===== config.mk =====
export PLATFORM = sky130hd
export DESIGN_NAME = lfu_cache_table_flat
export DESIGN_NICKNAME = d
export VERILOG_FILES = /design/src/rtl/core/lfu_pkg.sv /design/src/rtl/core/lfu_if.sv /design/src/rtl/core/lfu_mem.sv /design/src/rtl/core/lfu_scan.sv /design/src/rtl/core/lfu_cache_table.sv /design/src/flat_wrapper.sv
export SDC_FILE = /design/constraint.sdc
export NUM_CORES = 2
export LEC_CHECK = 0
export ABC_AREA = 1
export BUFFER_PORTS_ARGS = -buffer_cell sky130_fd_sc_hd__buf_2
export CAP_MARGIN = 10
export CORE_MARGIN = 2
export CORE_UTILIZATION = 30
export CTS_CLUSTER_SIZE = 20
export DETAILED_ROUTE_END_ITERATION = 6
export GPL_TIMING_DRIVEN = 0
export HOLD_SLACK_MARGIN = 0.03
export PLACE_DENSITY = 0.51
export SYNTH_ARGS = -nofsm -noshare
export SYNTH_HDL_FRONTEND = slang
export SYNTH_SLANG_ARGS = --single-unit

===== constraint.sdc =====
create_clock -name clk -period 13.2 [get_ports clk]
set_input_delay 2.64 -clock clk [delete_from_list [all_inputs] [get_ports clk]]
set_output_delay 2.64 -clock clk [all_outputs]
set_load 0.02 [all_outputs]

===== src/rtl/core/lfu_pkg.sv =====
`default_nettype none

package lfu_pkg;

    localparam int KEY_W   = 32;
    localparam int DATA_W  = 32;
    localparam int CNT_W   = 32;
    localparam int STAMP_W = 48;
    localparam int CFG_W   = 5;

    localparam logic [CFG_W-1:0] CAP_RESET = 5'd16;
    localparam logic [CNT_W-1:0] COUNT_MAX = '1;
    localparam logic [CNT_W-1:0] COUNT_ONE = 32'd1;

    localparam logic FUNC_GET = 1'b0;
    localparam logic FUNC_PUT = 1'b1;

    // one entry of the table memory
    typedef struct packed {
        logic [KEY_W-1:0]   key;
        logic [DATA_W-1:0]  data;
        logic [CNT_W-1:0]   count;
        logic [STAMP_W-1:0] stamp;
    } row_t;

    typedef struct packed {
        logic match;
        logic free;
        logic victim;
    } scan_flags_t;

endpackage

`default_nettype wire


===== src/rtl/core/lfu_if.sv =====
`default_nettype none

interface lfu_req_if;
    logic               valid;
    logic               ready;
    logic               func;
    logic signed [31:0] lookup_key;
    logic signed [31:0] write_value;

    modport source (output valid, output func, output lookup_key, output write_value,
                    input ready);
    modport sink   (input valid, input func, input lookup_key, input write_value,
                    output ready);
endinterface

interface lfu_rsp_if;
    logic               valid;
    logic               ready;
    logic               hit;
    logic signed [31:0] read_value;
    logic               evicted;
    logic signed [31:0] evicted_key;

    modport source (output valid, output hit, output read_value, output evicted,
                    output evicted_key, input ready);
    modport sink   (input valid, input hit, input read_value, input evicted,
                    input evicted_key, output ready);
endinterface

interface lfu_cfg_if;
    logic       valid;
    logic       ready;
    logic [4:0] capacity_in_use;

    modport source (output valid, output capacity_in_use, input ready);
    modport sink   (input valid, input capacity_in_use, output ready);
endinterface

`default_nettype wire


===== src/rtl/core/lfu_mem.sv =====
`default_nettype none

module lfu_mem #(
    parameter int DEPTH = 16,
    parameter int AW    = 4
) (
    input  wire logic          clk,
    input  wire logic          we,
    input  wire logic [AW-1:0] waddr,
    input  wire lfu_pkg::row_t wdata,
    input  wire logic [AW-1:0] raddr,
    output lfu_pkg::row_t      rdata
);

    lfu_pkg::row_t mem [DEPTH];
    lfu_pkg::row_t rdata_reg;

    always_ff @(posedge clk)
    begin
        if (we)
        begin
            mem[waddr] <= wdata;
        end
    end

    always_ff @(posedge clk)
    begin
        rdata_reg <= mem[raddr];
    end

    assign rdata = rdata_reg;

endmodule

`default_nettype wire


===== src/rtl/core/lfu_scan.sv =====
`default_nettype none

module lfu_scan #(
    parameter int AW = 4
) (
    input  wire logic            clk,
    input  wire logic            rst_n,
    input  wire logic            clear,
    input  wire logic            probe,
    input  wire logic [AW-1:0]   idx,
    input  wire logic            ent_valid,
    input  wire lfu_pkg::row_t   row,
    input  wire logic [31:0]     key,
    output lfu_pkg::scan_flags_t flags,
    output logic [AW-1:0]        match_idx,
    output logic [AW-1:0]        free_idx,
    output logic [AW-1:0]        vic_idx,
    output lfu_pkg::row_t        match_row,
    output logic [31:0]          vic_key
);

    lfu_pkg::scan_flags_t flags_reg;
    lfu_pkg::scan_flags_t flags_next;
    logic [AW-1:0]        match_idx_reg;
    logic [AW-1:0]        free_idx_reg;
    logic [AW-1:0]        vic_idx_reg;
    lfu_pkg::row_t        match_row_reg;
    logic [31:0]          vic_key_reg;
    logic [31:0]          vic_cnt_reg;
    logic [47:0]          vic_stamp_reg;

    logic take_match;
    logic take_free;
    logic take_vic;

    always_comb
    begin
        take_match = probe && ent_valid && !flags_reg.match && (row.key == key);
        take_free  = probe && !ent_valid && !flags_reg.free;
        // lowest count wins, ties go to the older stamp
        take_vic   = probe && ent_valid &&
                     (!flags_reg.victim || (row.count < vic_cnt_reg) ||
                      ((row.count == vic_cnt_reg) && (row.stamp < vic_stamp_reg)));
        flags_next        = flags_reg;
        flags_next.match  = flags_reg.match  || take_match;
        flags_next.free   = flags_reg.free   || take_free;
        flags_next.victim = flags_reg.victim || take_vic;
    end

    always_ff @(posedge clk or negedge rst_n)
    begin
        if (!rst_n)
        begin
            flags_reg <= '0;
        end
        else if (clear)
        begin
            flags_reg <= '0;
        end
        else
        begin
            flags_reg <= flags_next;
        end
    end

    always_ff @(posedge clk)
    begin
        if (take_match)
        begin
            match_idx_reg <= idx;
            match_row_reg <= row;
        end
        if (take_free)
        begin
            free_idx_reg <= idx;
        end
        if (take_vic)
        begin
            vic_idx_reg   <= idx;
            vic_key_reg   <= row.key;
            vic_cnt_reg   <= row.count;
            vic_stamp_reg <= row.stamp;
        end
    end

    assign flags     = flags_reg;
    assign match_idx = match_idx_reg;
    assign free_idx  = free_idx_reg;
    assign vic_idx   = vic_idx_reg;
    assign match_row = match_row_reg;
    assign vic_key   = vic_key_reg;

endmodule

`default_nettype wire


===== src/rtl/core/lfu_cache_table.sv =====
// one item is in work at a time: the scan reads every entry through the single read port
// of the entry memory (one entry per cycle), and a new item is taken only after write-back;
// when capacity_in_use is zero the scan is skipped and the item goes straight to write-back
// reset: valid bits, occupancy and stamp clock clear at once, capacity_in_use goes to 16;
// the entry memory itself is not cleared and is only read through a set valid bit
`default_nettype none

module lfu_cache_table #(
    parameter int CAPACITY = 16
) (
    input  wire logic clk,
    input  wire logic rst_n,
    lfu_req_if.sink   req,
    lfu_rsp_if.source rsp,
    lfu_cfg_if.sink   cfg
);

    localparam int AW = (CAPACITY > 1) ? $clog2(CAPACITY) : 1;
    localparam int OW = $clog2(CAPACITY + 1);
    localparam int CW = (OW > lfu_pkg::CFG_W) ? OW : lfu_pkg::CFG_W;

    localparam logic [1:0] ST_IDLE  = 2'd0;
    localparam logic [1:0] ST_SCAN  = 2'd1;
    localparam logic [1:0] ST_DRAIN = 2'd2;
    localparam logic [1:0] ST_WB    = 2'd3;

    logic [1:0]                state_reg;
    logic [1:0]                state_next;
    logic [lfu_pkg::CFG_W-1:0] cap_cfg_reg;
    logic [OW-1:0]             eff_cap_reg;
    logic                      bypass_reg;
    logic                      func_reg;
    logic [31:0]               key_reg;
    logic [31:0]               val_reg;
    logic [AW-1:0]             rd_idx_reg;
    logic                      cmp_vld_reg;
    logic [AW-1:0]             cmp_idx_reg;
    logic [CAPACITY-1:0]       valid_reg;
    logic [OW-1:0]             occ_reg;
    logic [47:0]               clock_reg;
    logic                      rsp_valid_reg;
    logic                      hit_reg;
    logic [31:0]               rval_reg;
    logic                      evict_reg;
    logic [31:0]               ekey_reg;

    logic [CW-1:0]        cap_ext;
    logic [CW-1:0]        cap_sat;
    logic                 req_fire;
    logic                 rsp_free;
    logic                 wb_go;
    logic                 hit_any;
    logic                 ins_free;
    logic                 ins_vic;
    logic                 mem_we;
    logic [AW-1:0]        waddr;
    lfu_pkg::row_t        wdata;
    lfu_pkg::row_t        rdata;
    logic [47:0]          stamp_next;
    lfu_pkg::scan_flags_t flags;
    logic [AW-1:0]        match_idx;
    logic [AW-1:0]        free_idx;
    logic [AW-1:0]        vic_idx;
    lfu_pkg::row_t        match_row;
    logic [31:0]          vic_key;

    assign req.ready = (state_reg == ST_IDLE);
    assign cfg.ready = 1'b1;
    assign req_fire  = req.valid && req.ready;
    assign rsp_free  = !rsp_valid_reg || rsp.ready;
    assign wb_go     = (state_reg == ST_WB) && rsp_free;

    assign cap_ext = CW'(cap_cfg_reg);
    assign cap_sat = (cap_ext > CW'(CAPACITY)) ? CW'(CAPACITY) : cap_ext;

    always_ff @(posedge clk or negedge rst_n)
    begin
        if (!rst_n)
        begin
            cap_cfg_reg <= lfu_pkg::CAP_RESET;
        end
        else if (cfg.valid && cfg.ready)
        begin
            cap_cfg_reg <= cfg.capacity_in_use;
        end
    end

    always_comb
    begin
        state_next = state_reg;
        unique case (state_reg)
            ST_IDLE:
            begin
                if (req_fire)
                begin
                    state_next = (cap_cfg_reg == '0) ? ST_WB : ST_SCAN;
                end
            end
            ST_SCAN:
            begin
                if (rd_idx_reg == AW'(CAPACITY - 1))
                begin
                    state_next = ST_DRAIN;
                end
            end
            ST_DRAIN:
            begin
                state_next = ST_WB;
            end
            ST_WB:
            begin
                if (rsp_free)
                begin
                    state_next = ST_IDLE;
                end
            end
            default:
            begin
                state_next = ST_IDLE;
            end
        endcase
    end

    always_ff @(posedge clk or negedge rst_n)
    begin
        if (!rst_n)
        begin
            state_reg   <= ST_IDLE;
            rd_idx_reg  <= '0;
            cmp_vld_reg <= 1'b0;
            bypass_reg  <= 1'b0;
        end
        else
        begin
            state_reg   <= state_next;
            cmp_vld_reg <= (state_reg == ST_SCAN);
            if (req_fire)
            begin
                rd_idx_reg <= '0;
                bypass_reg <= (cap_cfg_reg == '0);
            end
            else if (state_reg == ST_SCAN)
            begin
                rd_idx_reg <= rd_idx_reg + AW'(1);
            end
        end
    end

    always_ff @(posedge clk)
    begin
        cmp_idx_reg <= rd_idx_reg;
        if (req_fire)
        begin
            func_reg    <= req.func;
            key_reg     <= req.lookup_key;
            val_reg     <= req.write_value;
            eff_cap_reg <= OW'(cap_sat);
        end
    end

    lfu_mem #(
        .DEPTH (CAPACITY),
        .AW    (AW)
    ) u_mem (
        .clk   (clk),
        .we    (mem_we),
        .waddr (waddr),
        .wdata (wdata),
        .raddr (rd_idx_reg),
        .rdata (rdata)
    );

    lfu_scan #(
        .AW (AW)
    ) u_scan (
        .clk       (clk),
        .rst_n     (rst_n),
        .clear     (req_fire),
        .probe     (cmp_vld_reg),
        .idx       (cmp_idx_reg),
        .ent_valid (valid_reg[cmp_idx_reg]),
        .row       (rdata),
        .key       (key_reg),
        .flags     (flags),
        .match_idx (match_idx),
        .free_idx  (free_idx),
        .vic_idx   (vic_idx),
        .match_row (match_row),
        .vic_key   (vic_key)
    );

    // write-back decision once the scan is complete
    always_comb
    begin
        stamp_next = clock_reg + 48'd1;
        hit_any    = !bypass_reg && flags.match;
        ins_free   = !bypass_reg && (func_reg == lfu_pkg::FUNC_PUT) && !flags.match &&
                     (occ_reg < eff_cap_reg) && flags.free;
        ins_vic    = !bypass_reg && (func_reg == lfu_pkg::FUNC_PUT) && !flags.match &&
                     !ins_free && flags.victim;
        mem_we     = wb_go && (hit_any || ins_free || ins_vic);
        waddr      = hit_any ? match_idx : (ins_free ? free_idx : vic_idx);
        if (hit_any)
        begin
            wdata       = match_row;
            wdata.count = (match_row.count == lfu_pkg::COUNT_MAX) ?
                          lfu_pkg::COUNT_MAX : match_row.count + lfu_pkg::COUNT_ONE;
            wdata.stamp = stamp_next;
            if (func_reg == lfu_pkg::FUNC_PUT)
            begin
                wdata.data = val_reg;
            end
        end
        else
        begin
            wdata.key   = key_reg;
            wdata.data  = val_reg;
            wdata.count = lfu_pkg::COUNT_ONE;
            wdata.stamp = stamp_next;
        end
    end

    always_ff @(posedge clk or negedge rst_n)
    begin
        if (!rst_n)
        begin
            valid_reg <= '0;
            occ_reg   <= '0;
            clock_reg <= '0;
        end
        else if (mem_we)
        begin
            clock_reg <= stamp_next;
            if (ins_free || ins_vic)
            begin
                valid_reg[waddr] <= 1'b1;
            end
            if (ins_free)
            begin
                occ_reg <= occ_reg + OW'(1);
            end
        end
    end

    always_ff @(posedge clk or negedge rst_n)
    begin
        if (!rst_n)
        begin
            rsp_valid_reg <= 1'b0;
        end
        else if (wb_go)
        begin
            rsp_valid_reg <= 1'b1;
        end
        else if (rsp.ready)
        begin
            rsp_valid_reg <= 1'b0;
        end
    end

    always_ff @(posedge clk)
    begin
        if (wb_go)
        begin
            hit_reg   <= hit_any;
            rval_reg  <= (hit_any && (func_reg == lfu_pkg::FUNC_GET)) ? match_row.data : '0;
            evict_reg <= ins_vic;
            ekey_reg  <= ins_vic ? vic_key : '0;
        end
    end

    assign rsp.valid       = rsp_valid_reg;
    assign rsp.hit         = hit_reg;
    assign rsp.read_value  = rval_reg;
    assign rsp.evicted     = evict_reg;
    assign rsp.evicted_key = ekey_reg;

    a_occ_matches_valid: assert property (@(posedge clk) disable iff (!rst_n)
        $countones(valid_reg) == int'(occ_reg))
        else $error("occupancy does not match the valid bits");

    a_write_in_wb: assert property (@(posedge clk) disable iff (!rst_n)
        mem_we |-> (state_reg == ST_WB))
        else $error("table write outside write-back");

    a_accept_starts_work: assert property (@(posedge clk) disable iff (!rst_n)
        req_fire |=> (state_reg == ST_SCAN || state_reg == ST_WB))
        else $error("accepted item did not start");

    a_evict_not_hit: assert property (@(posedge clk) disable iff (!rst_n)
        (rsp.valid && rsp.evicted) |-> !rsp.hit)
        else $error("eviction reported together with a hit");

endmodule

`default_nettype wire


===== src/flat_wrapper.sv =====
// flat-port wrapper written by rule: the top's interface ports become plain ports
module lfu_cache_table_flat 
#(
    parameter int CAPACITY = 16
)
  (clk, rst_n, req_valid, req_func, req_lookup_key, req_write_value, req_ready, rsp_valid, rsp_hit, rsp_read_value, rsp_evicted, rsp_evicted_key, rsp_ready, cfg_valid, cfg_capacity_in_use, cfg_ready);
  lfu_req_if req_i ();
  lfu_rsp_if rsp_i ();
  lfu_cfg_if cfg_i ();
  input  wire logic clk;
  input  wire logic rst_n;
  input wire logic [$bits(req_i.valid)-1:0] req_valid;
  input wire logic [$bits(req_i.func)-1:0] req_func;
  input wire logic [$bits(req_i.lookup_key)-1:0] req_lookup_key;
  input wire logic [$bits(req_i.write_value)-1:0] req_write_value;
  output wire logic [$bits(req_i.ready)-1:0] req_ready;
  output wire logic [$bits(rsp_i.valid)-1:0] rsp_valid;
  output wire logic [$bits(rsp_i.hit)-1:0] rsp_hit;
  output wire logic [$bits(rsp_i.read_value)-1:0] rsp_read_value;
  output wire logic [$bits(rsp_i.evicted)-1:0] rsp_evicted;
  output wire logic [$bits(rsp_i.evicted_key)-1:0] rsp_evicted_key;
  input wire logic [$bits(rsp_i.ready)-1:0] rsp_ready;
  input wire logic [$bits(cfg_i.valid)-1:0] cfg_valid;
  input wire logic [$bits(cfg_i.capacity_in_use)-1:0] cfg_capacity_in_use;
  output wire logic [$bits(cfg_i.ready)-1:0] cfg_ready;
  assign req_i.valid = req_valid;
  assign req_i.func = req_func;
  assign req_i.lookup_key = req_lookup_key;
  assign req_i.write_value = req_write_value;
  assign req_ready = req_i.ready;
  assign rsp_valid = rsp_i.valid;
  assign rsp_hit = rsp_i.hit;
  assign rsp_read_value = rsp_i.read_value;
  assign rsp_evicted = rsp_i.evicted;
  assign rsp_evicted_key = rsp_i.evicted_key;
  assign rsp_i.ready = rsp_ready;
  assign cfg_i.valid = cfg_valid;
  assign cfg_i.capacity_in_use = cfg_capacity_in_use;
  assign cfg_ready = cfg_i.ready;
  lfu_cache_table #(.CAPACITY(CAPACITY)) u_core (.clk(clk), .rst_n(rst_n), .req(req_i), .rsp(rsp_i), .cfg(cfg_i));
endmodule

* Word level (Yosys, flattened, before mapping)
Memory sizes are Yosys's and may differ from the RTL's. A register that Yosys moved wholly into a read port is not among the register bits.
Cells that the tools add are included.
W data, S select, Z words.
** Storage, ports and cells
- Register bits :: 446
- Word-level logic and storage cells :: 117
- Bits in writable memories :: 2304
- Output and inout bits :: 69
- Memories :: 1
** Memories
- u_core.u_mem.mem :: depth 16, bits a word 144, read ports 1, clocked after memory_dff 1, wr ports 1, RTL line lfu_mem.sv:15 : lfu_pkg::row_t mem [DEPTH];
** Cells by class
- Add/subtract/negate cells :: 4
- Order comparisons :: 7
- Bitwise operators :: 2
- Reductions and logical operators :: 42
- Mux-type cells :: 21
- Equal/unequal tests :: 10
** Operators by type and width (number)
- $mux W144 :: 1
- $eq A32 B32 Y1 :: 2
- $mux W32 :: 2
- $add A48 B1 Y48 const B :: 1
- $lt A48 B48 Y1 :: 1
- $add A32 B1 Y32 const B :: 1
- $eq A32 B32 Y1 const B :: 1
- $lt A32 B32 Y1 :: 1
- $logic_and A1 B1 Y1 :: 19
- $mux W4 :: 4
- $or A16 B16 Y16 :: 1
- $lt A4 B5 Y1 const B :: 2
- $logic_or A1 B1 Y1 :: 9
- $mux W2 :: 4
- $pmux W2 S4 :: 1
- $logic_not A1 Y1 :: 7
- $mux W1 :: 6
- $add A5 B1 Y5 const B :: 1
- $gt A5 B5 Y1 const B :: 1
- $logic_not A5 Y1 :: 1
- $lt A5 B5 Y1 :: 1
- $add A4 B1 Y4 const B :: 1
- $bmux W1 S4 :: 1
- $demux W1 S4 :: 1
- other kinds (12) :: 16

* Longest topological paths before layout
- Word-level depth :: 12
- Mapped depth :: 15

* Modules after synthesis
Synthesis repeated with hierarchy kept, for this count alone.
** Second synthesis, totals
- Cell total of the unflattened synthesis :: 10925
- Area, all modules :: 121331.4 um^2
** Modules (own cells, without submodules)
- lfu_mem :: cells an instance 8758, instances 1, area each 98557.0 um^2
- lfu_cache_table :: cells an instance 1398, instances 1, area each 11780.0 um^2
- lfu_scan :: cells an instance 769, instances 1, area each 10994.3 um^2

* Worst setup path before layout
No wires, ideal clock.
- Path kind :: input to register
- From :: in rsp_ready
- To :: mem u_core.u_mem.mem[10][0] (netlist name) (enable)
- Cell stages on the path :: 6
- Setup slack :: -0.131 ns
- Data arrival time :: 12.682 ns
- Required time :: 12.551 ns
- Library setup time :: 0.649 ns
- Buffers on the path :: 2
- Path through :: inv_1 a21oi_1 nand2_4 buf_4 buf_2 nor2_1
** Between the ends
- Longest elaborated chain between the ends :: 5
** Ends and longest elaborated chain
- from (decl) :: RTL line flat_wrapper.sv:22 : input wire logic [$bits(rsp_i.ready)-1:0] rsp_ready;
- $logic_or A1 B1 Y1 :: RTL line lfu_cache_table.sv:70 : assign rsp_free = !rsp_valid_reg || rsp.ready;
- $logic_and A1 B1 Y1 :: RTL line lfu_cache_table.sv:71 : assign wb_go = (state_reg == ST_WB) && rsp_free;
- named net u_core.wb_go :: RTL line lfu_cache_table.sv:51 : logic wb_go;
- $logic_and A1 B1 Y1 :: RTL line lfu_cache_table.sv:201 : mem_we = wb_go && (hit_any || ins_free || ins_vic);
- $mux W1 :: RTL line lfu_mem.sv:20 : if (we)
- $mux W1 (implied by the code) :: RTL line lfu_mem.sv:22 : mem[waddr] <= wdata;
- to (decl) :: RTL line lfu_mem.sv:15
The timed path passes the listed nets, and every way through them passes these cells.

* Worst setup path after layout
- From :: in rsp_ready
- To :: mem u_core.u_mem.mem[8][74] (netlist name) (enable)
The elaborated chain is that of the path after synthesis.

==> summary.txt <==
GRT
  • Largest net degree at the start of global routing: 74
  • Initial antenna violation count: 26
  • Vias in the first global route: 71720
  • First-pass GRT wire length: 494.9 mm
  • GRT Util Overall: 17.60%
  • Total grt overflow: 0

Synthesis
  • Synthesized instance count: 8492
  • Mapped Nets: 8658
  • Yosys warnings: 0
  • Ys async rst share: 2.972%
  • Post-synth EDFFs: 2660
  • Sequential share of the synthesized area: around 76%
  • Post-synth top area share: between 70 and 80%
  • Synth Register Bits: 2894
  • Ys flop type: edfxtp_1
  • Synth area leader: edfxtp_1
  • Ranking of synthesized cells by area: edfxtp_1 71%, o21ai_0 5.5%, nor2_1 4.6%, nand2_1 2.7%, dfxtp_1 2.6%
  • Mapped Area: 0.1120 mm²
  • Synth unique cells: 53
  • Mapped Avg Cell Area: 13.19 µm²

Worst setup path
  • R2r setup slk: 9.01 ns
  • Crit path arrival time: 5.64 ns
  • Largest delay contributor family on the critical path: buffers and inverters
  • WP buf/inv: 8
  • Crit-path most repeated cell: buf_12
  • Crit Path Class: in -> reg
  • Critical-path cell list: buf_2 -> inv_1 -> a21oi_4 -> buf_12 -> nand2_4 -> buf_4 -> buf_2 -> nor2_4 -> buf_12 -> buf_12 -> buf_12
  • Worst r2r src: u_core.u_scan.flags[2]
  • Crit path from: rsp_ready
  • Startpoint type of the worst setup path: primary input
  • Levels on crit path: 11
  • Worst Setup End Kind: flip-flop
  • R2r worst-path depth: 12
  • Crit path to: u_core.u_mem.mem[8][74]
  • Max FO, Critical Path: 25
  • Critical Path RT: 13.73 ns
  • CP max stage delay: 0.84 ns
  • Reg-to-Reg End: u_core.u_mem.mem[1][77]
  • CP max stage cell: nor2_4

Timing
  • Setup violations, final: 0
  • Max-slew violation count: 0
  • Fmax: 195.5 MHz
  • Unrepaired setup endpoints after global routing: no
  • Setup WS post-layout: 8.084 ns
  • WHS: ~0.4 ns
  • Final Hold Viols: 0
  • Least-Margin Pin Slew: 1.297 ns
  • Period minus WS final: 5.116 ns
  • Max-slew headroom at the worst pin: approximately 14%
  • Clk_skew: approximately 0.065 ns
  • Tcrit/Tclk final: ~39%

Power and ir drop
  • Pwr dens: 221.0 mW/mm²
  • Leak pwr: approximately 44 nW
  • Share of power burned in registers: 39.9%
  • Clock share of power: between 20% and 30%
  • Sw power: 10.66 mW
  • Internal power: 18.61 mW
  • Sw frac: a little over a third
  • VDD IR max: between 0.15 and 0.2 mV
  • Logic gate share of total power: 30.6%

CTS
  • Worst skew pair latency: just under 0.9 ns
  • Num CTS Buffers: 305
  • Worst-case clock buffer depth: 4
  • CTS tree: built
  • Clock sink count: 2894
  • Setup Buffers After CTS: 0
  • CTS Hold Bufs: 0
  • Post-CTS Resized: 0
  • Clk slew on worst S/H paths: 0.06 ns
  • Root Driver: clkbuf_16
  • # H-tree levels: 5

Detailed routing
  • # DRC: 0
  • Wire length per cell: 23.97 µm
  • Initial DRC Count: 8631
  • Vias per Instance: 5.060
  • Routed vias: approximately 73000
  • Total wire length: between 300 and 400 mm
  • Antenna viol nets, final: 0
  • Drt first pass iters: 6

Worst hold path
  • Worst hold path type: reg -> reg
  • Hold Crit Start: u_core.u_mem.rdata[80]

Final layout
  • Area growth, synth to finish: 18.20%
  • Multi-input logic area: approximately 0.024 mm²
  • Finished Cell Area: 0.1324 mm²
  • Final nets: 9287
  • Reg area: ~0.085 mm²
  • Max reg flops: 2304
  • Share of post-route cells with drive strength above 1: between 10% and 20%
  • Fillers: between 30000 and 40000

Die
  • Die area: 0.3783 mm²
  • Rows: roughly 220
  • Core Region: 0.3719 mm²
  • Initial core utilization: 30.12%
  • IO Pins: roughly 140
  • Die width: slightly above 600 µm
  • Die Height: 615.1 µm

Place
  • Placed inst area: 0.1223 mm²
  • HPWL Detailed: 234.4 mm
  • RD Place Congestion: 0.8799
  • Buffers added on ports: 141
  • Dpl ws: 7.164 ns

Run
  • Max cap viols: 0

Run status
  • Status: finished clean
-- power groups by stage --
stage	registers, mW	logic (mW)	clock network [mW]
global route	11.7	9.69	9.11
CTS	11.7	8.90	8.77
floorplan	11.9	4.67	0
global placement	12.0	8.47	0
detailed placement	11.9	8.86	0
finish	11.7	8.94	8.64
-- stage by stage --
stage | instances | total power [mW] | TNS (ns) | util, %
after floorplan | 8492 | 16.54 | -285.10 | -
after global placement | 13610 | 20.52 | - | 31.98
after detailed placement | 13780 | 20.73 | 0 | 32.87
after CTS | 14340 | 29.36 | 0 | 35.56
after global routing | 14350 | 30.54 | 0 | 35.60
final | 14360 | 29.27 | 0 | 35.60
-- area by class of cell --
| class | count | share of cell area [%] |
|---|---|---|
| inverters | 349 | 0.9969 |
| multi-input cells | 4743 | 18.14 |
| flip-flops and latches | 2894 | 64.19 |
| diodes | 18 | 0.03402 |
| clock buffers | 417 | 6.444 |
| plain buffers | 506 | 1.584 |
| repair buffers | 322 | 2.821 |
| clock inverters | 139 | 1.097 |
| well taps | 4972 | 4.698 |
-- worst min-delay path by stage --
stage	depth (start not counted)	slack [ns]	to
CTS	0	0.40	u_core.u_scan.match_row[96]
finish	0	0.40	u_core.u_scan.match_row[80]
detailed placement	0	0.39	u_core.u_scan.match_row[101]
floorplan	0	0.34	u_core.cmp_idx_reg[2]
global placement	0	0.39	u_core.u_scan.match_row[83]
global route	0	0.41	u_core.u_scan.match_row[80]
-- cells in the final DEF (no fill, tap or decap), drive strengths merged, types with 91 or more instances in the layout --
master and n:
buf 437, o21ai 1278, clkbuf 808, ha 91, nand3 321, clkinv 91
o22ai 337, dfxtp 148, nor2 1387, nand2 803, edfxtp 2660, inv 361
o221ai 240
-- Yosys cell counts (22+ instances only) --
master and count:
o22ai_1 337, buf_1 22, xor2_1 65, dfrtp_1 85, a21oi_1 55, o21ai_1 53, clkbuf_1 388, o221ai_1 240
nor3_1 40, inv_1 335, edfxtp_1 2660, o21ai_0 1225, ha_1 91, dfxtp_1 148, nand2_1 799, o211ai_1 54
buf_2 80, nor2_1 1373, nand3_1 319
-- layer usage --
layer,share of wire (%),vias to the layer above,track usage (%)
met2,45,2973,27.83
met4,3.1,6,5.499
met5,0.058,-,0.3030
met1,43,36760,24.58
met3,7.9,549,3.043
li1,-,32380,-
-- cell families after synthesis --
group | after synthesis | share of synthesized area, %
flops | 2894 | 75.87
simple gates | 2593 | 9.286
other cells | 1 | 0.003347
buf+inv | 855 | 3.032
xor+xnor | 79 | 0.6176
fa+ha+maj | 91 | 1.016
mux | 1 | 0.008935
compound gates | 1978 | 10.17
No activity file was read; power rests on OpenSTA's default activity.
